File: src/hw/rtl/bdeq_pkg.sv
// Shared types and codes for the bounded double-ended queue.
package bdeq_pkg;

    typedef enum logic [1:0] {
        CMD_PUSH_FRONT = 2'd0,
        CMD_PUSH_BACK  = 2'd1,
        CMD_POP_FRONT  = 2'd2,
        CMD_POP_BACK   = 2'd3
    } bdeq_cmd_t;

    typedef enum logic [1:0] {
        STAT_OK        = 2'd0,
        STAT_OVERFLOW  = 2'd1,
        STAT_UNDERFLOW = 2'd2
    } bdeq_status_t;

    typedef enum logic [1:0] {
        ST_IDLE,
        ST_EXEC,
        ST_RESULT
    } bdeq_state_t;

    // Controller to datapath commands
    typedef struct packed {
        logic load;
        logic exec;
    } bdeq_ctl_t;

endpackage

File: src/hw/rtl/bounded_double_ended_queue_top.sv
// m_tvalid rises once an accepted command item has passed through the execute
//   state of the controller and reached its result state.
// One item at a time: no new command item is accepted until the result has been
//   taken; the controller steps through its accept, execute (ring memory access,
//   registered read) and result hand-off steps.
// Reset: aresetn low clears head, count and controller; storage is not cleared.
// Top level of the bounded double-ended queue.
module bounded_double_ended_queue_top
    import bdeq_pkg::*;
#(
    parameter int CAPACITY   = 16,
    localparam int CNT_W     = $clog2(CAPACITY + 1),
    localparam int M_TDATA_W = ((36 + CNT_W + 7) / 8) * 8
) (
    input  logic                 aclk,
    input  logic                 aresetn,
    input  logic                 s_tvalid,
    output logic                 s_tready,
    // [1:0] cmd, [33:2] push_value, rest zero
    input  logic [39:0]          s_tdata,
    output logic                 m_tvalid,
    input  logic                 m_tready,
    // [1:0] status, [33:2] popped_value, then fill_count, is_empty_flag,
    // is_full_flag, rest zero
    output logic [M_TDATA_W-1:0] m_tdata
);

    bdeq_ctl_t          ctl;
    bdeq_status_t       status;
    logic signed [31:0] popped_value;
    logic [CNT_W-1:0]   fill_count;
    logic               is_empty_flag;
    logic               is_full_flag;

    bdeq_ctrl u_ctrl (
        .aclk     (aclk),
        .aresetn  (aresetn),
        .s_tvalid (s_tvalid),
        .s_tready (s_tready),
        .m_tvalid (m_tvalid),
        .m_tready (m_tready),
        .ctl      (ctl)
    );

    bdeq_dpath #(
        .CAPACITY (CAPACITY)
    ) u_dpath (
        .aclk          (aclk),
        .aresetn       (aresetn),
        .ctl           (ctl),
        .cmd           (bdeq_cmd_t'(s_tdata[1:0])),
        .push_value    (s_tdata[33:2]),
        .status        (status),
        .popped_value  (popped_value),
        .fill_count    (fill_count),
        .is_empty_flag (is_empty_flag),
        .is_full_flag  (is_full_flag)
    );

    assign m_tdata = M_TDATA_W'({is_full_flag, is_empty_flag, fill_count,
                                 popped_value, status});

endmodule

File: src/hw/rtl/bdeq_ctrl.sv
// Controller state machine: sequences accept, execute and result delivery.
module bdeq_ctrl
    import bdeq_pkg::*;
(
    input  logic      aclk,
    input  logic      aresetn,
    input  logic      s_tvalid,
    output logic      s_tready,
    output logic      m_tvalid,
    input  logic      m_tready,
    output bdeq_ctl_t ctl
);

    bdeq_state_t state_reg;
    bdeq_state_t state_next;

    always_ff @(posedge aclk) begin
        if (!aresetn) begin
            state_reg <= ST_IDLE;
        end else begin
            state_reg <= state_next;
        end
    end

    always_comb begin
        state_next = state_reg;
        s_tready   = 1'b0;
        m_tvalid   = 1'b0;
        ctl        = '0;
        unique case (state_reg)
            ST_IDLE: begin
                s_tready = 1'b1;
                if (s_tvalid) begin
                    ctl.load   = 1'b1;
                    state_next = ST_EXEC;
                end
            end
            ST_EXEC: begin
                ctl.exec   = 1'b1;
                state_next = ST_RESULT;
            end
            ST_RESULT: begin
                m_tvalid = 1'b1;
                if (m_tready) begin
                    state_next = ST_IDLE;
                end
            end
            default: begin
                state_next = ST_IDLE;
            end
        endcase
    end

`ifndef SYNTHESIS
    a_no_overlap: assert property (@(posedge aclk) disable iff (!aresetn)
        !(s_tready && m_tvalid))
        else $error("input accepted while a result is pending");

    a_accept_to_exec: assert property (@(posedge aclk) disable iff (!aresetn)
        (s_tvalid && s_tready) |=> (ctl.exec && !s_tready && !m_tvalid))
        else $error("accepted item not executed next cycle");

    a_exec_to_result: assert property (@(posedge aclk) disable iff (!aresetn)
        ctl.exec |=> m_tvalid)
        else $error("execute not followed by a result");
`endif

endmodule

File: src/hw/rtl/bdeq_dpath.sv
// Datapath: ring storage, head and count registers, result registers.
module bdeq_dpath
    import bdeq_pkg::*;
#(
    parameter int CAPACITY = 16,
    localparam int IDX_W   = $clog2(CAPACITY),
    localparam int CNT_W   = $clog2(CAPACITY + 1)
) (
    input  logic               aclk,
    input  logic               aresetn,
    input  bdeq_ctl_t          ctl,
    input  bdeq_cmd_t          cmd,
    input  logic signed [31:0] push_value,
    output bdeq_status_t       status,
    output logic signed [31:0] popped_value,
    output logic [CNT_W-1:0]   fill_count,
    output logic               is_empty_flag,
    output logic               is_full_flag
);

    localparam int SUM_W = CNT_W + 1;

    logic signed [31:0] mem [CAPACITY];

    bdeq_cmd_t          cmd_reg;
    logic signed [31:0] value_reg;
    logic [IDX_W-1:0]   head_reg;
    logic [IDX_W-1:0]   head_next;
    logic [CNT_W-1:0]   count_reg;
    logic [CNT_W-1:0]   count_next;
    bdeq_status_t       status_reg;
    bdeq_status_t       status_next;
    logic               pop_ok_reg;
    logic               pop_ok_next;
    logic signed [31:0] rd_data_reg;

    logic               full;
    logic               empty;
    logic [IDX_W-1:0]   head_dec;
    logic [IDX_W-1:0]   head_inc;
    logic [SUM_W-1:0]   back_sum;
    logic [SUM_W-1:0]   last_sum;
    logic [IDX_W-1:0]   back_slot;
    logic [IDX_W-1:0]   last_slot;
    logic               wr_en;
    logic [IDX_W-1:0]   wr_addr;
    logic               rd_en;
    logic [IDX_W-1:0]   rd_addr;

    assign full  = (count_reg == CNT_W'(CAPACITY));
    assign empty = (count_reg == '0);

    assign head_dec = (head_reg == '0) ? IDX_W'(CAPACITY - 1) : head_reg - 1'b1;
    assign head_inc = (head_reg == IDX_W'(CAPACITY - 1)) ? '0 : head_reg + 1'b1;

    // slot one past the back, and slot of the back entry, both wrapped
    assign back_sum  = SUM_W'(head_reg) + SUM_W'(count_reg);
    assign last_sum  = back_sum - 1'b1;
    assign back_slot = (back_sum >= SUM_W'(CAPACITY)) ?
                       IDX_W'(back_sum - SUM_W'(CAPACITY)) : IDX_W'(back_sum);
    assign last_slot = (last_sum >= SUM_W'(CAPACITY)) ?
                       IDX_W'(last_sum - SUM_W'(CAPACITY)) : IDX_W'(last_sum);

    always_comb begin
        head_next   = head_reg;
        count_next  = count_reg;
        status_next = STAT_OK;
        pop_ok_next = 1'b0;
        wr_en       = 1'b0;
        wr_addr     = head_dec;
        rd_en       = 1'b0;
        rd_addr     = head_reg;
        unique case (cmd_reg)
            CMD_PUSH_FRONT: begin
                if (full) begin
                    status_next = STAT_OVERFLOW;
                end else begin
                    wr_en      = ctl.exec;
                    wr_addr    = head_dec;
                    head_next  = head_dec;
                    count_next = count_reg + 1'b1;
                end
            end
            CMD_PUSH_BACK: begin
                if (full) begin
                    status_next = STAT_OVERFLOW;
                end else begin
                    wr_en      = ctl.exec;
                    wr_addr    = back_slot;
                    count_next = count_reg + 1'b1;
                end
            end
            CMD_POP_FRONT: begin
                if (empty) begin
                    status_next = STAT_UNDERFLOW;
                end else begin
                    rd_en       = ctl.exec;
                    rd_addr     = head_reg;
                    pop_ok_next = 1'b1;
                    head_next   = head_inc;
                    count_next  = count_reg - 1'b1;
                end
            end
            CMD_POP_BACK: begin
                if (empty) begin
                    status_next = STAT_UNDERFLOW;
                end else begin
                    rd_en       = ctl.exec;
                    rd_addr     = last_slot;
                    pop_ok_next = 1'b1;
                    count_next  = count_reg - 1'b1;
                end
            end
            default: begin
                status_next = STAT_OK;
            end
        endcase
    end

    always_ff @(posedge aclk) begin
        if (ctl.load) begin
            cmd_reg   <= cmd;
            value_reg <= push_value;
        end
        if (ctl.exec) begin
            status_reg <= status_next;
            pop_ok_reg <= pop_ok_next;
        end
    end

    always_ff @(posedge aclk) begin
        if (!aresetn) begin
            head_reg  <= '0;
            count_reg <= '0;
        end else if (ctl.exec) begin
            head_reg  <= head_next;
            count_reg <= count_next;
        end
    end

    always_ff @(posedge aclk) begin
        if (wr_en) begin
            mem[wr_addr] <= value_reg;
        end
        if (rd_en) begin
            rd_data_reg <= mem[rd_addr];
        end
    end

    assign status        = status_reg;
    assign popped_value  = pop_ok_reg ? rd_data_reg : '0;
    assign fill_count    = count_reg;
    assign is_empty_flag = empty;
    assign is_full_flag  = full;

`ifndef SYNTHESIS
    a_count_bound: assert property (@(posedge aclk) disable iff (!aresetn)
        count_reg <= CNT_W'(CAPACITY))
        else $error("fill count above capacity");

    a_head_bound: assert property (@(posedge aclk) disable iff (!aresetn)
        head_reg <= IDX_W'(CAPACITY - 1))
        else $error("head index out of range");

    a_count_step: assert property (@(posedge aclk) disable iff (!aresetn)
        ctl.exec |=> (count_reg == $past(count_reg)
                      || count_reg == $past(count_reg) + 1'b1
                      || count_reg == $past(count_reg) - 1'b1))
        else $error("fill count moved by more than one");
`endif

endmodule

File: config.mk
export PLATFORM = sky130hd
export DESIGN_NAME = bounded_double_ended_queue_top
export DESIGN_NICKNAME = d
export VERILOG_FILES = /design/src/hw/rtl/bdeq_pkg.sv /design/src/hw/rtl/bounded_double_ended_queue_top.sv /design/src/hw/rtl/bdeq_ctrl.sv /design/src/hw/rtl/bdeq_dpath.sv
export SDC_FILE = /design/constraint.sdc
export NUM_CORES = 1
export LEC_CHECK = 0
export BUFFER_PORTS_ARGS = -buffer_cell sky130_fd_sc_hd__buf_2
export CAP_MARGIN = 20
export CORE_MARGIN = 2
export CORE_UTILIZATION = 35
export CTS_BUF_LIST = sky130_fd_sc_hd__clkbuf_16
export DETAILED_ROUTE_END_ITERATION = 16
export MAX_ROUTING_LAYER = met4
export SYNTH_ARGS = -nofsm -noshare
export SYNTH_HDL_FRONTEND = slang
export SYNTH_SLANG_ARGS = --single-unit
File: constraint.sdc
create_clock -name aclk -period 4.3 [get_ports aclk]
set_input_delay 0.645 -clock aclk [delete_from_list [all_inputs] [get_ports aclk]]
set_output_delay 0.645 -clock aclk [all_outputs]
set_load 0.02 [all_outputs]
==> results.ini, run 1 <==
[synthesis]
synth.top_cell.area_share_pct=74.54
synth.most_common_cell=edfxtp_1
seq_area_frac_synth_pct=75.48
synthMuxAreaShare_pct=0.5078
yosys.area_share.simple_pct=8.419
synthFlopType=edfxtp_1
synthDistinctLibCells=54
synth_top_family_by_area=compound AO/OA/AOI/OAI gates
synthAdderAreaFrac_pct=0.6522
synth_top_cells_by_area=edfxtp_1, nand2_1, a21oi_1
syn_area_um2=23410
synth_top_area_cell=edfxtp_1
synthTopCellsByCount=edfxtp_1, nand2_1, a21oi_1, a32oi_1, a32o_1
syn_area_per_cell_um2=14.76
syn_inst=1586
synth_xor_area_share_pct=0.6094
async_flop_share_pct=0
synth_compound_area_share_pct=11.36
synth_enable_flop_cells=581
ys_ff_latch=592
ys_warn_count=0

[setup_path]
worst_ep_arrival_time_ns=3.93
critPathLaunchType=flop
worstPathMaxFanout=114
path_class=flop to flop
cp-end-kind=flop
crit_required_ns=4.64

[timing]
hold_viol=0
slew-limit-headroom_pct=43.64
setup_ws_ns=0.7088
finalSetupViolCount=0
slew_viol_final=0
worst_pin_slew_ns=0.8454
setup_tns_ns=0
fin_worst_skew_ns=0.03942
clock.fmax_mhz=278.5
min_period_ns=3.591
rsz0062_at_grt=false
post-route-period-util_pct=83.52

[floorplan]
dieHeight_um=262.6
row_count=94
die_width_um=262.6
pin_count=94
initial_core_util_pct=35.47
dieArea_um2=68960
fp.coreArea_um2=65980

[detailed_routing]
wl_per_cell_um=21.18
drtIter0Drc=1206
via_per_inst=5.261
wl_um=54460
remaining_drc_errors=0
postRouteAntennaNets=0
vias=13526
dr.pass1.iters=6

[placement]
gp_congestion=0.7607
pre_cts_ws_ns=0.7486
dp_hpwl_um=29010
io_buffer_count=80

[clock_network]
cts_buffers=61
cts.clk_slew.worst_paths_ns=0.07
cts_root_buf=clkbuf_16
clockBufferDepth=3
ctsHoldBuffers=0
cts.sinks=592
tritoncts=done
cts_resized=0
clk-insertion-delay-late_ns=0.66
post_cts.repair.setup_buffers=0
h-tree-depth=2

[power]
power_frac_clock_pct=39.2
internal_power_uw=9719
comb_power_share_pct=9.6
ir_drop_mv=0.3646
pwr-share-seq_pct=51.2
power_density_nw_per_um2=477.0
p_leak_uw=0.009211
swShare_pct=24.15
p_switching_uw=3095

[layout]
layout-drive-gt1-share_pct=14.29
utilization_pct=40.71
largest_register_ffs=512
num_antenna_cells=0
synthToLayoutAreaGrowth_pct=14.76
fillers=5932
nets=1716

[global_routing]
grt_pass1_wl_um=81790
grt_overflow=0
grt_use_total_pct=15.95
grt_max_degree=115
grt_pass1_vias=13355
antenna_found_initial=0

[outcome]
status=finished, final reports clean

[job]
drv_cap=0

[hold_path]
min_path_type=input port to flop

-- kinds of logic (layout without fill, tap and decap cells) --
family	count (synthesis)	in the layout
AND/OR/NAND/NOR	480	480
multiplexers	11	11
other	1	7
buffers and inverters	122	237
adder cells (fa/ha/maj)	11	11
XOR/XNOR	13	13
AO/OA/AOI/OAI	356	356
flip-flops	592	592
-- power groups by stage --
stage / logic, uW / clock network (uW) / registers, uW
floorplan: 916 / 0 / 6640
global placement: 1210 / 0 / 6660
detailed placement: 1240 / 0 / 6680
CTS: 1240 / 5110 / 6550
global route: 1360 / 5340 / 6570
finish: 1230 / 5030 / 6560
-- metrics by stage --
step / instance area [um^2] / total power [uW] / instances / hold WS, ns
after floorplan: 23430 / 7556 / 1592 / 0.5582
after global placement: 24950 / 7874 / 2462 / 0.5830
after detailed placement: 24950 / 7913 / 2462 / 0.5899
after CTS: 26860 / 12910 / 2571 / 0.1264
after global routing: 26860 / 13270 / 2571 / 0.1493
final: 26860 / 12810 / 2571 / 0.1541
-- cell usage in the layout, fill, tap and decap left out, types with 15 or more instances in the layout --
cell type / instances
edfxtp_1: 581
clkinv_1: 15
buf_2: 80
buf_4: 23
clkbuf_16: 61
buf_12: 18
a22oi_1: 31
a32oi_1: 64
o221ai_1: 22
a21oi_1: 135
and2_1: 37
nor2_4: 16
a32o_1: 63
nand2_1: 392
inv_1: 19
-- final cells by class --
type | instances | area [um^2] | area share, %
tap | 864 | 1081 | 4.024
clock buffer | 61 | 1526 | 5.683
multi-input combinational | 878 | 5244 | 19.52
inverter | 7 | 26.28 | 0.09782
sequential | 592 | 17670 | 65.77
timing repair buffer | 121 | 933.4 | 3.475
clock inverter | 48 | 384.1 | 1.430
-- final timing paths --
kind / startpoint / endpoint / slack (ns) / depth (start not counted)
worst max-delay path: u_dpath.head_reg[0]$_SDFFE_PN0P_ / u_dpath.rd_data_reg[21]$_DFFE_PP_ / 0.71 / 10
worst min-delay path: s_tdata[11] / u_dpath.value_reg[9]$_DFFE_PP_ / 0.15 / 1
worst max register to register: u_dpath.head_reg[0]$_SDFFE_PN0P_ / u_dpath.rd_data_reg[21]$_DFFE_PP_ / 0.71 / 10
worst min register to register: u_dpath.head_reg[3]$_SDFFE_PN0P_ / u_dpath.head_reg[3]$_SDFFE_PN0P_ / 0.61 / 2
-- per-layer routing --
layer | GRT usage, % | part of all wire, %
met5 | - | 0
met3 | 2.183 | 4.3
met1 | 20.68 | 44
met2 | 26.24 | 50
met4 | 4.613 | 2.2
-- critical path: stages (launching register included) --
cell	delay, ns
dfxtp_1	0.55
ha_1	0.27
fa_1	0.45
inv_1	0.11
ha_1	0.25
mux2_8	0.54
buf_12	0.33
a21oi_1	0.15
a32oi_1	0.08
a22oi_1	0.28
o221ai_1	0.20
No activity file was read; power rests on OpenSTA's default activity.
==> run 2, diff against run 1 <==
==> constraint.sdc (replaced) <==
create_clock -name aclk -period 3.3 [get_ports aclk]
set_input_delay 0.495 -clock aclk [delete_from_list [all_inputs] [get_ports aclk]]
set_output_delay 0.495 -clock aclk [all_outputs]
set_load 0.02 [all_outputs]
==> results.ini, run 2 (synthesis results as in run 1) <==
[job]
drv_cap=0

[setup_path]
r2r_end=u_dpath.rd_data_reg[9]$_DFFE_PP_
worstPathMaxFanout=15
critPathLaunchType=flop
regToRegStartpoint=u_dpath.fill_count[0]$_SDFFE_PN0P_
crit_required_ns=3.75
reg2reg_depth=10
path_class=flop to flop
r2r_slack_ns=0.22
cp-end-kind=flop
worst_ep_arrival_time_ns=3.52

[floorplan]
dieArea_um2=68960
fp.coreArea_um2=65980
die_width_um=262.6
pin_count=94
initial_core_util_pct=35.47
dieHeight_um=262.6
row_count=94

[hold_path]
hold_path_end=u_dpath.value_reg[10]$_DFFE_PP_
min_path_type=input port to flop
hold_start=s_tdata[12]
hold-path-cell-count=1

[global_routing]
grt_overflow=0
grt_pass1_vias=13487
grt_max_degree=107
antenna_found_initial=0
grt_pass1_wl_um=82190
grt_use_total_pct=16.12

[timing]
clock.fmax_mhz=324.9
fin_worst_skew_ns=0.02193
hold_viol=0
slew-limit-headroom_pct=52.40
min_period_ns=3.078
finalSetupViolCount=0
post-route-period-util_pct=93.28
rsz0062_at_grt=false
slew_viol_final=0
worst_pin_slew_ns=0.7140

[clock_network]
ctsHoldBuffers=0
cts_root_buf=clkbuf_16
cts.sinks=592
post_cts.repair.setup_buffers=0
cts.clk_slew.worst_paths_ns=0.06
cts_buffers=59
h-tree-depth=2
clockBufferDepth=3
clk-insertion-delay-late_ns=0.63
tritoncts=done

[layout]
nets=1736
fillers=5952
layout-drive-gt1-share_pct=15.43
multiInputGateArea_um2=5248
layout_commonest_cell=edfxtp_1
utilization_pct=41.16
layoutNonFillerInstCount=2594
num_antenna_cells=0
regArea_um2=17670
synthToLayoutAreaGrowth_pct=16.03
largest_register_ffs=512
layout_common_cells=edfxtp_1, nand2_1, a21oi_1

[detailed_routing]
dr.pass1.iters=5
wl_um=55040
remaining_drc_errors=0
wl_per_cell_um=21.22
drtIter0Drc=1032
postRouteAntennaNets=0
via_per_inst=5.215
vias=13529

[placement]
gp_congestion=0.7323
dp_hpwl_um=28890
place_inst=2484
io_buffer_count=80

[power]
power_uw=16730
power_density_nw_per_um2=616.1
p_leak_uw=0.009353
ir_drop_mv=0.4049

[outcome]
status=finished, final reports clean

[run 2: layout make-up]
class,count,share of cell area (%)
clock buffer,59,5.437
tap,864,3.981
sequential,592,65.05
inverter,7,0.09675
clock inverter,51,1.557
multi-input combinational,878,19.32
timing repair buffer,143,4.552
[run 2: stage by stage]
step	instance area [um^2]	setup slack (ns)	hold slack, ns	setup TNS (ns)
floorplan	23440	-0.4271	0.5582	-146.64
global placement	25250	0.2503	0.5871	0
detailed placement	25250	0.1700	0.5982	0
CTS	27150	0.1562	0.002592	0
global route	27160	0.04578	0.007968	0
finish	27160	0.2218	0.04022	0
[run 2: how the worst max path moves through the flow]
stage,start,end,slack [ns]
2_1_floorplan,u_dpath.fill_count[1]$_SDFFE_PN0P_,u_dpath.mem[8][0]$_DFFE_PP_,-0.43
6_report,u_dpath.fill_count[0]$_SDFFE_PN0P_,u_dpath.rd_data_reg[9]$_DFFE_PP_,0.22
3_3_place_gp,u_dpath.fill_count[1]$_SDFFE_PN0P_,u_dpath.rd_data_reg[8]$_DFFE_PP_,0.25
3_5_place_dp,u_dpath.fill_count[1]$_SDFFE_PN0P_,u_dpath.rd_data_reg[9]$_DFFE_PP_,0.17
4_1_cts,u_dpath.fill_count[1]$_SDFFE_PN0P_,u_dpath.rd_data_reg[9]$_DFFE_PP_,0.16
5_1_grt,u_dpath.fill_count[0]$_SDFFE_PN0P_,u_dpath.rd_data_reg[1]$_DFFE_PP_,0.05
[run 2: where the power goes]
part	total, uW	switching (uW)	internal (uW)
clock	6540	2820	3720
combinational	1660	1020	631
sequential	8540	128	8410
[run 2: worst max-delay path, stage by stage, from the launching register on]
cell and delay (ns):
dfxtp_1 0.31, ha_1 0.22, fa_1 0.38, xor2_1 0.22
nor3_1 0.27, xor3_1 0.30, o21ai_0 0.19, buf_4 0.16
nand3_2 0.22, buf_4 0.34, o221ai_1 0.26
[run 2: routing by layer]
layer,part of all wire [%],up-vias,wire [um],GRT usage [%]
met5,0,-,0,-
met4,2.0,0,1117,4.023
met3,5.7,80,3121,3.008
met2,50,375,27290,26.70
met1,43,6819,23510,20.48
li1,-,6255,-,-
[run 2: repair_timing]
| action | CTS | global route |
|---|---|---|
| endpoints found under the hold margin | 0 | 0 |
| gates resized for setup | 0 | 1 |
| setup endpoints to repair | 0 | 16 |
